**src/hdl/wfpd_pkg.sv**
```systemverilog
// Shared types and constants for the wall-following PD steering block.
package wfpd_pkg;

   localparam int DIST_W     = 12;
   localparam int GAIN_W     = 12;
   localparam int SPEED_W    = 8;
   localparam int TICK_W     = 32;
   localparam int ERR_W      = 24;
   localparam int DERIV_W    = 9;
   localparam int CSR_IDX_W  = 3;
   localparam int CSR_DATA_W = 12;

   localparam int DERIV_LIMIT = 160;
   localparam int CORR_LIMIT  = 25;

   // configuration register indexes
   localparam logic [CSR_IDX_W-1:0] CSR_PRESENCE_LIMIT = 3'd0;
   localparam logic [CSR_IDX_W-1:0] CSR_WALL_TARGET    = 3'd1;
   localparam logic [CSR_IDX_W-1:0] CSR_PROP_GAIN      = 3'd2;
   localparam logic [CSR_IDX_W-1:0] CSR_DIFF_GAIN      = 3'd3;
   localparam logic [CSR_IDX_W-1:0] CSR_BASE_LEFT      = 3'd4;
   localparam logic [CSR_IDX_W-1:0] CSR_BASE_RIGHT     = 3'd5;
   localparam logic [CSR_IDX_W-1:0] CSR_SPEED_FLOOR    = 3'd6;
   localparam logic [CSR_IDX_W-1:0] CSR_SPEED_CEILING  = 3'd7;

   // reset values of the configuration registers
   localparam logic [DIST_W-1:0]  RST_PRESENCE_LIMIT = 12'd320;
   localparam logic [DIST_W-1:0]  RST_WALL_TARGET    = 12'd160;
   localparam logic [GAIN_W-1:0]  RST_PROP_GAIN      = 12'd461;
   localparam logic [GAIN_W-1:0]  RST_DIFF_GAIN      = 12'd77;
   localparam logic [SPEED_W-1:0] RST_BASE_LEFT      = 8'd95;
   localparam logic [SPEED_W-1:0] RST_BASE_RIGHT     = 8'd100;
   localparam logic [SPEED_W-1:0] RST_SPEED_FLOOR    = 8'd70;
   localparam logic [SPEED_W-1:0] RST_SPEED_CEILING  = 8'd150;

   typedef struct packed {
      logic                     stabilize;
      logic [DIST_W-1:0]        left_distance;
      logic [DIST_W-1:0]        right_distance;
      logic signed [TICK_W-1:0] left_ticks;
      logic signed [TICK_W-1:0] right_ticks;
   } req_type;

   typedef struct packed {
      logic [SPEED_W-1:0] left_speed;
      logic [SPEED_W-1:0] right_speed;
   } rsp_type;

endpackage

```
**src/hdl/wall_following_pd_steering.sv**
```systemverilog
// Wall-following PD steering: error select, PD correction and speed clamp.
// rsp_valid rises once an input transfer has passed the input register, the
// error/derivative register and the result register. Throughput: one item per
// cycle while rsp_stall does not hold the pipe.
// Rate is set by the two-stage datapath; previous_error feeds back within one stage.
// Reset (synchronous, active high) empties the pipe, loads register defaults
// and clears previous_error and the saved encoder counts.
module wall_following_pd_steering #(
   parameter int GAIN_FRAC_BITS = 8
) (
   input  logic                                  clock,
   input  logic                                  reset,
   input  logic                                  req_valid,
   output logic                                  req_stall,
   input  wfpd_pkg::req_type                     req_data,
   output logic                                  rsp_valid,
   input  logic                                  rsp_stall,
   output wfpd_pkg::rsp_type                     rsp_data,
   input  logic                                  csr_we,
   input  logic [wfpd_pkg::CSR_IDX_W-1:0]        csr_index,
   input  logic [wfpd_pkg::CSR_DATA_W-1:0]       csr_wdata
);
   import wfpd_pkg::*;

   // correction fraction bits: Q4.x gain times error, plus 4 more
   localparam int FRAC = GAIN_FRAC_BITS + 4;
   // width of the clamped correction (holds +-25 << FRAC)
   localparam int CW   = FRAC + 6;
   // width of base*one -+ correction
   localparam int SW   = FRAC + 11;
   localparam logic signed [37:0] CORR_MAX = 38'(CORR_LIMIT) << FRAC;
   localparam logic signed [37:0] CORR_MIN = -CORR_MAX;
   localparam logic signed [ERR_W-1:0] ERR_MAX = {1'b0, {(ERR_W-1){1'b1}}};
   localparam logic signed [ERR_W-1:0] ERR_MIN = {1'b1, {(ERR_W-1){1'b0}}};

   // ---------------- configuration registers ----------------
   logic [DIST_W-1:0]  presence_limit_ff, presence_limit_in;
   logic [DIST_W-1:0]  wall_target_ff, wall_target_in;
   logic [GAIN_W-1:0]  prop_gain_ff, prop_gain_in;
   logic [GAIN_W-1:0]  diff_gain_ff, diff_gain_in;
   logic [SPEED_W-1:0] base_left_ff, base_left_in;
   logic [SPEED_W-1:0] base_right_ff, base_right_in;
   logic [SPEED_W-1:0] speed_floor_ff, speed_floor_in;
   logic [SPEED_W-1:0] speed_ceiling_ff, speed_ceiling_in;

   always_comb begin
      presence_limit_in = presence_limit_ff;
      wall_target_in    = wall_target_ff;
      prop_gain_in      = prop_gain_ff;
      diff_gain_in      = diff_gain_ff;
      base_left_in      = base_left_ff;
      base_right_in     = base_right_ff;
      speed_floor_in    = speed_floor_ff;
      speed_ceiling_in  = speed_ceiling_ff;
      if (csr_we) begin
         unique case (csr_index)
            CSR_PRESENCE_LIMIT: presence_limit_in = csr_wdata[DIST_W-1:0];
            CSR_WALL_TARGET:    wall_target_in    = csr_wdata[DIST_W-1:0];
            CSR_PROP_GAIN:      prop_gain_in      = csr_wdata[GAIN_W-1:0];
            CSR_DIFF_GAIN:      diff_gain_in      = csr_wdata[GAIN_W-1:0];
            CSR_BASE_LEFT:      base_left_in      = csr_wdata[SPEED_W-1:0];
            CSR_BASE_RIGHT:     base_right_in     = csr_wdata[SPEED_W-1:0];
            CSR_SPEED_FLOOR:    speed_floor_in    = csr_wdata[SPEED_W-1:0];
            CSR_SPEED_CEILING:  speed_ceiling_in  = csr_wdata[SPEED_W-1:0];
            default: ;
         endcase
      end
   end

   always_ff @(posedge clock) begin
      if (reset) begin
         presence_limit_ff <= RST_PRESENCE_LIMIT;
         wall_target_ff    <= RST_WALL_TARGET;
         prop_gain_ff      <= RST_PROP_GAIN;
         diff_gain_ff      <= RST_DIFF_GAIN;
         base_left_ff      <= RST_BASE_LEFT;
         base_right_ff     <= RST_BASE_RIGHT;
         speed_floor_ff    <= RST_SPEED_FLOOR;
         speed_ceiling_ff  <= RST_SPEED_CEILING;
      end else begin
         presence_limit_ff <= presence_limit_in;
         wall_target_ff    <= wall_target_in;
         prop_gain_ff      <= prop_gain_in;
         diff_gain_ff      <= diff_gain_in;
         base_left_ff      <= base_left_in;
         base_right_ff     <= base_right_in;
         speed_floor_ff    <= speed_floor_in;
         speed_ceiling_ff  <= speed_ceiling_in;
      end
   end

   // ---------------- pipeline flow control ----------------
   // Each stage moves when the stage after it is empty or moving, so a new
   // transfer is taken while a finished result still waits on rsp_stall.
   logic s1_valid_ff, s1_valid_in;
   logic s2_valid_ff, s2_valid_in;
   logic out_valid_ff, out_valid_in;
   logic out_free, s2_free, s1_free;
   logic s1_adv, s2_adv, req_accept;

   assign out_free   = !out_valid_ff || !rsp_stall;
   assign s2_adv     = s2_valid_ff && out_free;
   assign s2_free    = !s2_valid_ff || out_free;
   assign s1_adv     = s1_valid_ff && s2_free;
   assign s1_free    = !s1_valid_ff || s2_free;
   assign req_accept = req_valid && s1_free;
   assign req_stall  = !s1_free;

   assign s1_valid_in  = s1_free  ? req_valid   : s1_valid_ff;
   assign s2_valid_in  = s2_free  ? s1_valid_ff : s2_valid_ff;
   assign out_valid_in = out_free ? s2_valid_ff : out_valid_ff;

   always_ff @(posedge clock) begin
      if (reset) begin
         s1_valid_ff  <= 1'b0;
         s2_valid_ff  <= 1'b0;
         out_valid_ff <= 1'b0;
      end else begin
         s1_valid_ff  <= s1_valid_in;
         s2_valid_ff  <= s2_valid_in;
         out_valid_ff <= out_valid_in;
      end
   end

   // ---------------- stage 1: input register ----------------
   req_type s1_req_ff, s1_req_in;

   assign s1_req_in = req_accept ? req_data : s1_req_ff;

   always_ff @(posedge clock) begin
      s1_req_ff <= s1_req_in;
   end

   // ---------------- stage A: error select and derivative ----------------
   logic signed [ERR_W-1:0]  prev_error_ff, prev_error_in;
   logic [TICK_W-1:0]        prev_left_ff, prev_left_in;
   logic [TICK_W-1:0]        prev_right_ff, prev_right_in;

   logic                     lwall, rwall, open_space;
   logic signed [DIST_W:0]   err_wall;
   logic [TICK_W-1:0]        delta_l, delta_r;
   logic signed [TICK_W:0]   delta_diff;
   logic signed [ERR_W-1:0]  err_enc, err_sel;
   logic signed [ERR_W:0]    deriv_full;
   logic signed [DERIV_W-1:0] deriv_sel;

   assign lwall      = s1_req_ff.left_distance < presence_limit_ff;
   assign rwall      = s1_req_ff.right_distance < presence_limit_ff;
   assign open_space = !lwall && !rwall;

   always_comb begin
      if (lwall && rwall) begin
         err_wall = $signed({1'b0, s1_req_ff.left_distance})
                  - $signed({1'b0, s1_req_ff.right_distance});
      end else if (lwall) begin
         err_wall = $signed({1'b0, s1_req_ff.left_distance})
                  - $signed({1'b0, wall_target_ff});
      end else begin
         err_wall = $signed({1'b0, wall_target_ff})
                  - $signed({1'b0, s1_req_ff.right_distance});
      end
   end

   // encoder deltas wrap modulo 2^32 and are read as signed
   assign delta_l    = s1_req_ff.left_ticks - prev_left_ff;
   assign delta_r    = s1_req_ff.right_ticks - prev_right_ff;
   assign delta_diff = $signed({delta_l[TICK_W-1], delta_l})
                     - $signed({delta_r[TICK_W-1], delta_r});

   // error = diff * 8 in 1/16 cm, saturated to 24 bits
   always_comb begin
      if (delta_diff[TICK_W:ERR_W-4] == '0 || delta_diff[TICK_W:ERR_W-4] == '1) begin
         err_enc = {delta_diff[ERR_W-4:0], 3'b000};
      end else if (delta_diff[TICK_W]) begin
         err_enc = ERR_MIN;
      end else begin
         err_enc = ERR_MAX;
      end
   end

   assign err_sel = open_space ? err_enc
                  : {{(ERR_W-DIST_W-1){err_wall[DIST_W]}}, err_wall};

   // derivative is dropped when its magnitude goes above 10 cm
   assign deriv_full = $signed({err_sel[ERR_W-1], err_sel})
                     - $signed({prev_error_ff[ERR_W-1], prev_error_ff});
   assign deriv_sel  = (deriv_full > DERIV_LIMIT || deriv_full < -DERIV_LIMIT)
                     ? '0 : deriv_full[DERIV_W-1:0];

   assign prev_error_in = (s1_adv && s1_req_ff.stabilize) ? err_sel : prev_error_ff;
   assign prev_left_in  = (s1_adv && s1_req_ff.stabilize && open_space)
                        ? s1_req_ff.left_ticks : prev_left_ff;
   assign prev_right_in = (s1_adv && s1_req_ff.stabilize && open_space)
                        ? s1_req_ff.right_ticks : prev_right_ff;

   always_ff @(posedge clock) begin
      if (reset) begin
         prev_error_ff <= '0;
         prev_left_ff  <= '0;
         prev_right_ff <= '0;
      end else begin
         prev_error_ff <= prev_error_in;
         prev_left_ff  <= prev_left_in;
         prev_right_ff <= prev_right_in;
      end
   end

   // ---------------- stage 2 register ----------------
   logic                      s2_stab_ff, s2_stab_in;
   logic signed [ERR_W-1:0]   s2_err_ff, s2_err_in;
   logic signed [DERIV_W-1:0] s2_deriv_ff, s2_deriv_in;

   assign s2_stab_in  = s1_adv ? s1_req_ff.stabilize : s2_stab_ff;
   assign s2_err_in   = s1_adv ? err_sel : s2_err_ff;
   assign s2_deriv_in = s1_adv ? deriv_sel : s2_deriv_ff;

   always_ff @(posedge clock) begin
      s2_stab_ff  <= s2_stab_in;
      s2_err_ff   <= s2_err_in;
      s2_deriv_ff <= s2_deriv_in;
   end

   // ---------------- stage B: PD correction and speed band ----------------
   function automatic logic signed [10:0] trunc_zero(input logic signed [SW-1:0] v);
      logic signed [10:0] q;
      logic               frac_nz;
      q       = v[SW-1:FRAC];
      frac_nz = |v[FRAC-1:0];
      if (v[SW-1] && frac_nz) begin
         q = q + 11'sd1;
      end
      return q;
   endfunction

   // when the band is empty, values below the floor take the floor, all others the ceiling
   function automatic logic [SPEED_W-1:0] band(input logic signed [10:0] v,
                                               input logic [SPEED_W-1:0] lo,
                                               input logic [SPEED_W-1:0] hi);
      logic [SPEED_W-1:0] r;
      if (v < $signed({3'b000, lo})) begin
         r = lo;
      end else if (v > $signed({3'b000, hi})) begin
         r = hi;
      end else begin
         r = v[SPEED_W-1:0];
      end
      return r;
   endfunction

   logic signed [36:0]   prop_term;
   logic signed [21:0]   diff_term;
   logic signed [37:0]   corr_sum, corr_sat;
   logic signed [CW-1:0] corr;
   logic signed [SW-1:0] corr_ext, lscaled, rscaled;
   logic [SW-1:0]        base_l_scaled, base_r_scaled;
   logic signed [10:0]   lraw, rraw;
   rsp_type              rsp_next;

   assign prop_term = $signed({1'b0, prop_gain_ff}) * s2_err_ff;
   assign diff_term = $signed({1'b0, diff_gain_ff}) * s2_deriv_ff;
   assign corr_sum  = $signed({prop_term[36], prop_term})
                    + $signed({{16{diff_term[21]}}, diff_term});

   always_comb begin
      if (corr_sum > CORR_MAX) begin
         corr_sat = CORR_MAX;
      end else if (corr_sum < CORR_MIN) begin
         corr_sat = CORR_MIN;
      end else begin
         corr_sat = corr_sum;
      end
   end

   assign corr          = corr_sat[CW-1:0];
   assign corr_ext      = {{(SW-CW){corr[CW-1]}}, corr};
   assign base_l_scaled = {{(SW-SPEED_W-FRAC){1'b0}}, base_left_ff, {FRAC{1'b0}}};
   assign base_r_scaled = {{(SW-SPEED_W-FRAC){1'b0}}, base_right_ff, {FRAC{1'b0}}};
   assign lscaled       = $signed(base_l_scaled) - corr_ext;
   assign rscaled       = $signed(base_r_scaled) + corr_ext;
   assign lraw          = trunc_zero(lscaled);
   assign rraw          = trunc_zero(rscaled);

   always_comb begin
      if (s2_stab_ff) begin
         rsp_next.left_speed  = band(lraw, speed_floor_ff, speed_ceiling_ff);
         rsp_next.right_speed = band(rraw, speed_floor_ff, speed_ceiling_ff);
      end else begin
         rsp_next.left_speed  = base_left_ff;
         rsp_next.right_speed = base_right_ff;
      end
   end

   // ---------------- result register ----------------
   rsp_type rsp_data_ff, rsp_data_in;

   assign rsp_data_in = s2_adv ? rsp_next : rsp_data_ff;

   always_ff @(posedge clock) begin
      rsp_data_ff <= rsp_data_in;
   end

   assign rsp_valid = out_valid_ff;
   assign rsp_data  = rsp_data_ff;

`ifndef SYNTHESIS
   // pass-through items leave with the base speeds
   a_pass_through: assert property (@(posedge clock) disable iff (reset)
      s2_adv && !s2_stab_ff |=>
         rsp_data.left_speed == base_left_ff && rsp_data.right_speed == base_right_ff)
      else $error("pass-through speeds differ from base speeds");

   // corrected speeds stay in a non-empty band
   a_in_band: assert property (@(posedge clock) disable iff (reset)
      s2_adv && s2_stab_ff && speed_floor_ff <= speed_ceiling_ff |=>
         rsp_data.left_speed >= speed_floor_ff && rsp_data.left_speed <= speed_ceiling_ff &&
         rsp_data.right_speed >= speed_floor_ff && rsp_data.right_speed <= speed_ceiling_ff)
      else $error("corrected speed outside band");

   // registered derivative never exceeds the limit
   a_deriv_limit: assert property (@(posedge clock) disable iff (reset)
      s2_valid_ff |-> s2_deriv_ff <= DERIV_LIMIT && s2_deriv_ff >= -DERIV_LIMIT)
      else $error("derivative beyond limit");

   // saved encoder counts move only on open-space stabilize transfers
   a_counts_hold: assert property (@(posedge clock) disable iff (reset)
      !(s1_adv && s1_req_ff.stabilize && open_space) |=>
         $stable(prev_left_ff) && $stable(prev_right_ff))
      else $error("encoder counts changed outside open space");
`endif

endmodule

```
**config.mk**
```make
export PLATFORM = sky130hd
export DESIGN_NAME = wall_following_pd_steering
export DESIGN_NICKNAME = d
export VERILOG_FILES = /design/src/hdl/wfpd_pkg.sv /design/src/hdl/wall_following_pd_steering.sv
export SDC_FILE = /design/constraint.sdc
export NUM_CORES = 2
export LEC_CHECK = 0
export BUFFER_PORTS_ARGS = -buffer_cell sky130_fd_sc_hd__buf_2
export CORE_MARGIN = 2
export CORE_UTILIZATION = 40
export DETAILED_ROUTE_END_ITERATION = 10
export SYNTH_ARGS = -nofsm -noshare
export SYNTH_HDL_FRONTEND = slang
export SYNTH_SLANG_ARGS = --single-unit
```
**constraint.sdc**
```tcl
create_clock -name clock -period 24.7 [get_ports clock]
set_clock_uncertainty 0.2 [all_clocks]
set_input_delay 2.47 -clock clock [delete_from_list [all_inputs] [get_ports clock]]
set_output_delay 2.47 -clock clock [all_outputs]
set_load 0.005 [all_outputs]
```
==> impl_metrics.ini <==
[finish]
synthToLayoutAreaGrowth_pct = 8.72
drive_gt1_share_pct = 6.90
instances_no_fill = 5434
final.fill_count = 8971
nNetsFinal = 5120

[clock_tree]
cts_made_buffers = 41
cts_resized = 0
path_clk_slew_ns = 0.06
cts_tree = yes
cts_root_buffer = clkbuf_16
htree_num_levels = 2
clk_latency_ns = 0.59
clk_path_buf_depth = 3
postCtsSetupBuffers = 0
holdBufCountCts = 0
cts.sinks = 310

[timing]
relSlewSlack_pct = 23.1
slew_viol_final = 0
rsz0062_at_grt = false
setup_tns_ns = 0
fmax_mhz = 67.5
hold_viol = 0
tightest_slew_ns = 1.15
min_period_ns = 14.81
fin_hold_ws_ns = 0.252
timing.final.crit_share_pct = 60.0
setup_viol = 0

[place]
place_hpwl_um = 79100
routabilityCongestion = 0.897
dp.cells = 5357
port_buffers = 126

[grt]
grt.overflow.total = 0
antenna_found_initial = 2
grt_max_degree = 65
grt_pass1_wl_um = 156000
grt_pass1_vias = 28500
grt.total_usage_pct = 20.9

[setup_path]
crit_slowest_cell = edfxtp_1
cpMostUsedCell = fa_1
endpoint_kind = flip-flop
critPathBufInv = 4
r2r-end = rsp_data[9]
r2r_cells = 51
cp.arrival_ns = 14.94
slowest_delay_ns = 0.85
crit_required_ns = 24.82
cp_max_fo = 19
critPathTopFamily = adder cells
cp-start-kind = flip-flop
ff2ff_setup_slack_ns = 9.89
r2r_start = s2_deriv_ff[8]
critPathKind = reg -> reg

[worst_hold_path]
hp-start = prev_right_ff[27]
holdPathEnd = prev_right_ff[27]
holdPathStages = 2
hp-class = reg -> reg

[logic_synthesis]
syn_nets = 5080
synthArstFlopShare_pct = 0
ys_warn_count = 0
synthDistinctLibCells = 96
yosysMostFrequentCell = inv_1
yosysTopAreaCellShare_pct = 21.1
synth_top_area_cell = fa_1
synth-edff-count = 139
yosys_register_bits = 310
synth_area_um2 = 36900
synth_commonest_cells = 610 x inv_1, 536 x nand2_1, 408 x ha_1, 389 x fa_1, 253 x a21oi_1
syn_area_per_cell_um2 = 8.83
yosysSeqAreaShare_pct = 20.6
syn_inst = 4174
synth.area.top_cells = fa_1 21%, ha_1 14%, edfxtp_1 11%, dfxtp_1 9.3%, inv_1 6.2%
synthFlopType = dfxtp_1

[drt]
ant_nets = 0
vias = 28500
drc_errors = 0
totalWireLength_um = 98200
post_drt_wl_per_cell_um = 18.1
drt_pass1_iterations = 8
drt_iter0_markers = 1544
vias_per_cell = 5.25

[die]
die-area_um2 = 94600
ios = 127
initial_core_util_pct = 40.3
core_area_um2 = 91500
rows = 111
die_x_um = 308
die_y_um = 308

[run]
cap_violations = 0

[status]
status = finished clean
flip-flops by register name, indices dropped and copies added (netlist names), 8 cells and up:
name               flops
speed_ceiling_ff       8
base_left_ff           8
diff_gain_ff          12
prev_error_ff         24
s1_req_ff             89
base_right_ff          8
presence_limit_ff     12
s2_deriv_ff            9
s2_err_ff             24
wall_target_ff        12
prev_left_ff          32
prev_right_ff         32
rsp_data              16
prop_gain_ff          12
speed_floor_ff         8
cell type report:
| class | count | area (um2) | area share [%] |
|---|---|---|---|
| antenna | 1 | 2.50 | 0.00625 |
| clock buffer | 50 | 1090 | 2.72 |
| clock inverter | 26 | 364 | 0.909 |
| inverter | 610 | 2290 | 5.71 |
| multi-input combinational | 3095 | 26400 | 65.8 |
| sequential | 310 | 7600 | 19.0 |
| tap | 1186 | 1480 | 3.70 |
| timing repair buffer | 156 | 858 | 2.14 |
layout by cell type (no fill, tap or decap), types with 29 or more instances in the layout:
cell type	instances
nor2b_1	47
and2_1	211
dfxtp_1	171
edfxtp_1	139
a21oi_1	252
o21a_1	43
buf_4	31
inv_1	610
mux2i_1	35
nand2_1	535
o21ai_0	91
or3_1	29
clkbuf_16	42
a21o_1	99
nor3_1	75
xor2_1	64
nand2b_1	30
nor2_1	213
a211oi_1	32
fa_1	389
xnor2_1	99
buf_2	125
nand3_1	53
ha_1	408
routing by layer:
metal / share of wire, % / track usage [%]
met3: 4.8 / 2.69
met5: 0.012 / 0
met1: 45 / 27.9
met2: 47 / 35.5
met4: 3.1 / 6.14
tightest hold or removal path, stage by stage (launching register included):
cell and delay [ns]:
dfxtp_1 0.30, nand2_1 0.05, a21oi_1 0.05
worst max path at each step:
stage	start	to	slack, ns	cells after the start
after floorplan	s2_deriv_ff[8]	rsp_data[10]	11.55	51
after global placement	s2_deriv_ff[8]	rsp_data[14]	10.24	51
after detailed placement	s2_deriv_ff[8]	rsp_data[14]	9.99	51
after CTS	s2_deriv_ff[8]	rsp_data[9]	10.0	51
after global routing	s2_deriv_ff[8]	rsp_data[13]	8.74	51
final	s2_deriv_ff[8]	rsp_data[9]	9.89	51
stage by stage:
stage               setup WS (ns)  instance area (um2)  util (%)
detailed placement           9.99                38600      42.2
global route                 8.74                40100      43.8
floorplan                   11.55                36900         -
CTS                          10.0                40100      43.8
global placement            10.24                38600      42.2
finish                       9.89                40100      43.8
logic make-up after synthesis:
kind of cell,Yosys count,share of synthesized area [%]
AND/OR/NAND/NOR,1322,17.3
adder cells (fa/ha/maj),797,35.0
buffers and inverters,769,7.88
AO/OA/AOI/OAI,758,13.8
flip-flops,310,20.6
XOR/XNOR,164,3.92
multiplexers,54,1.53
Power is left out: the tool's default activity adds up to more than one toggle a clock period on the data nets, which glitch-free logic cannot reach.
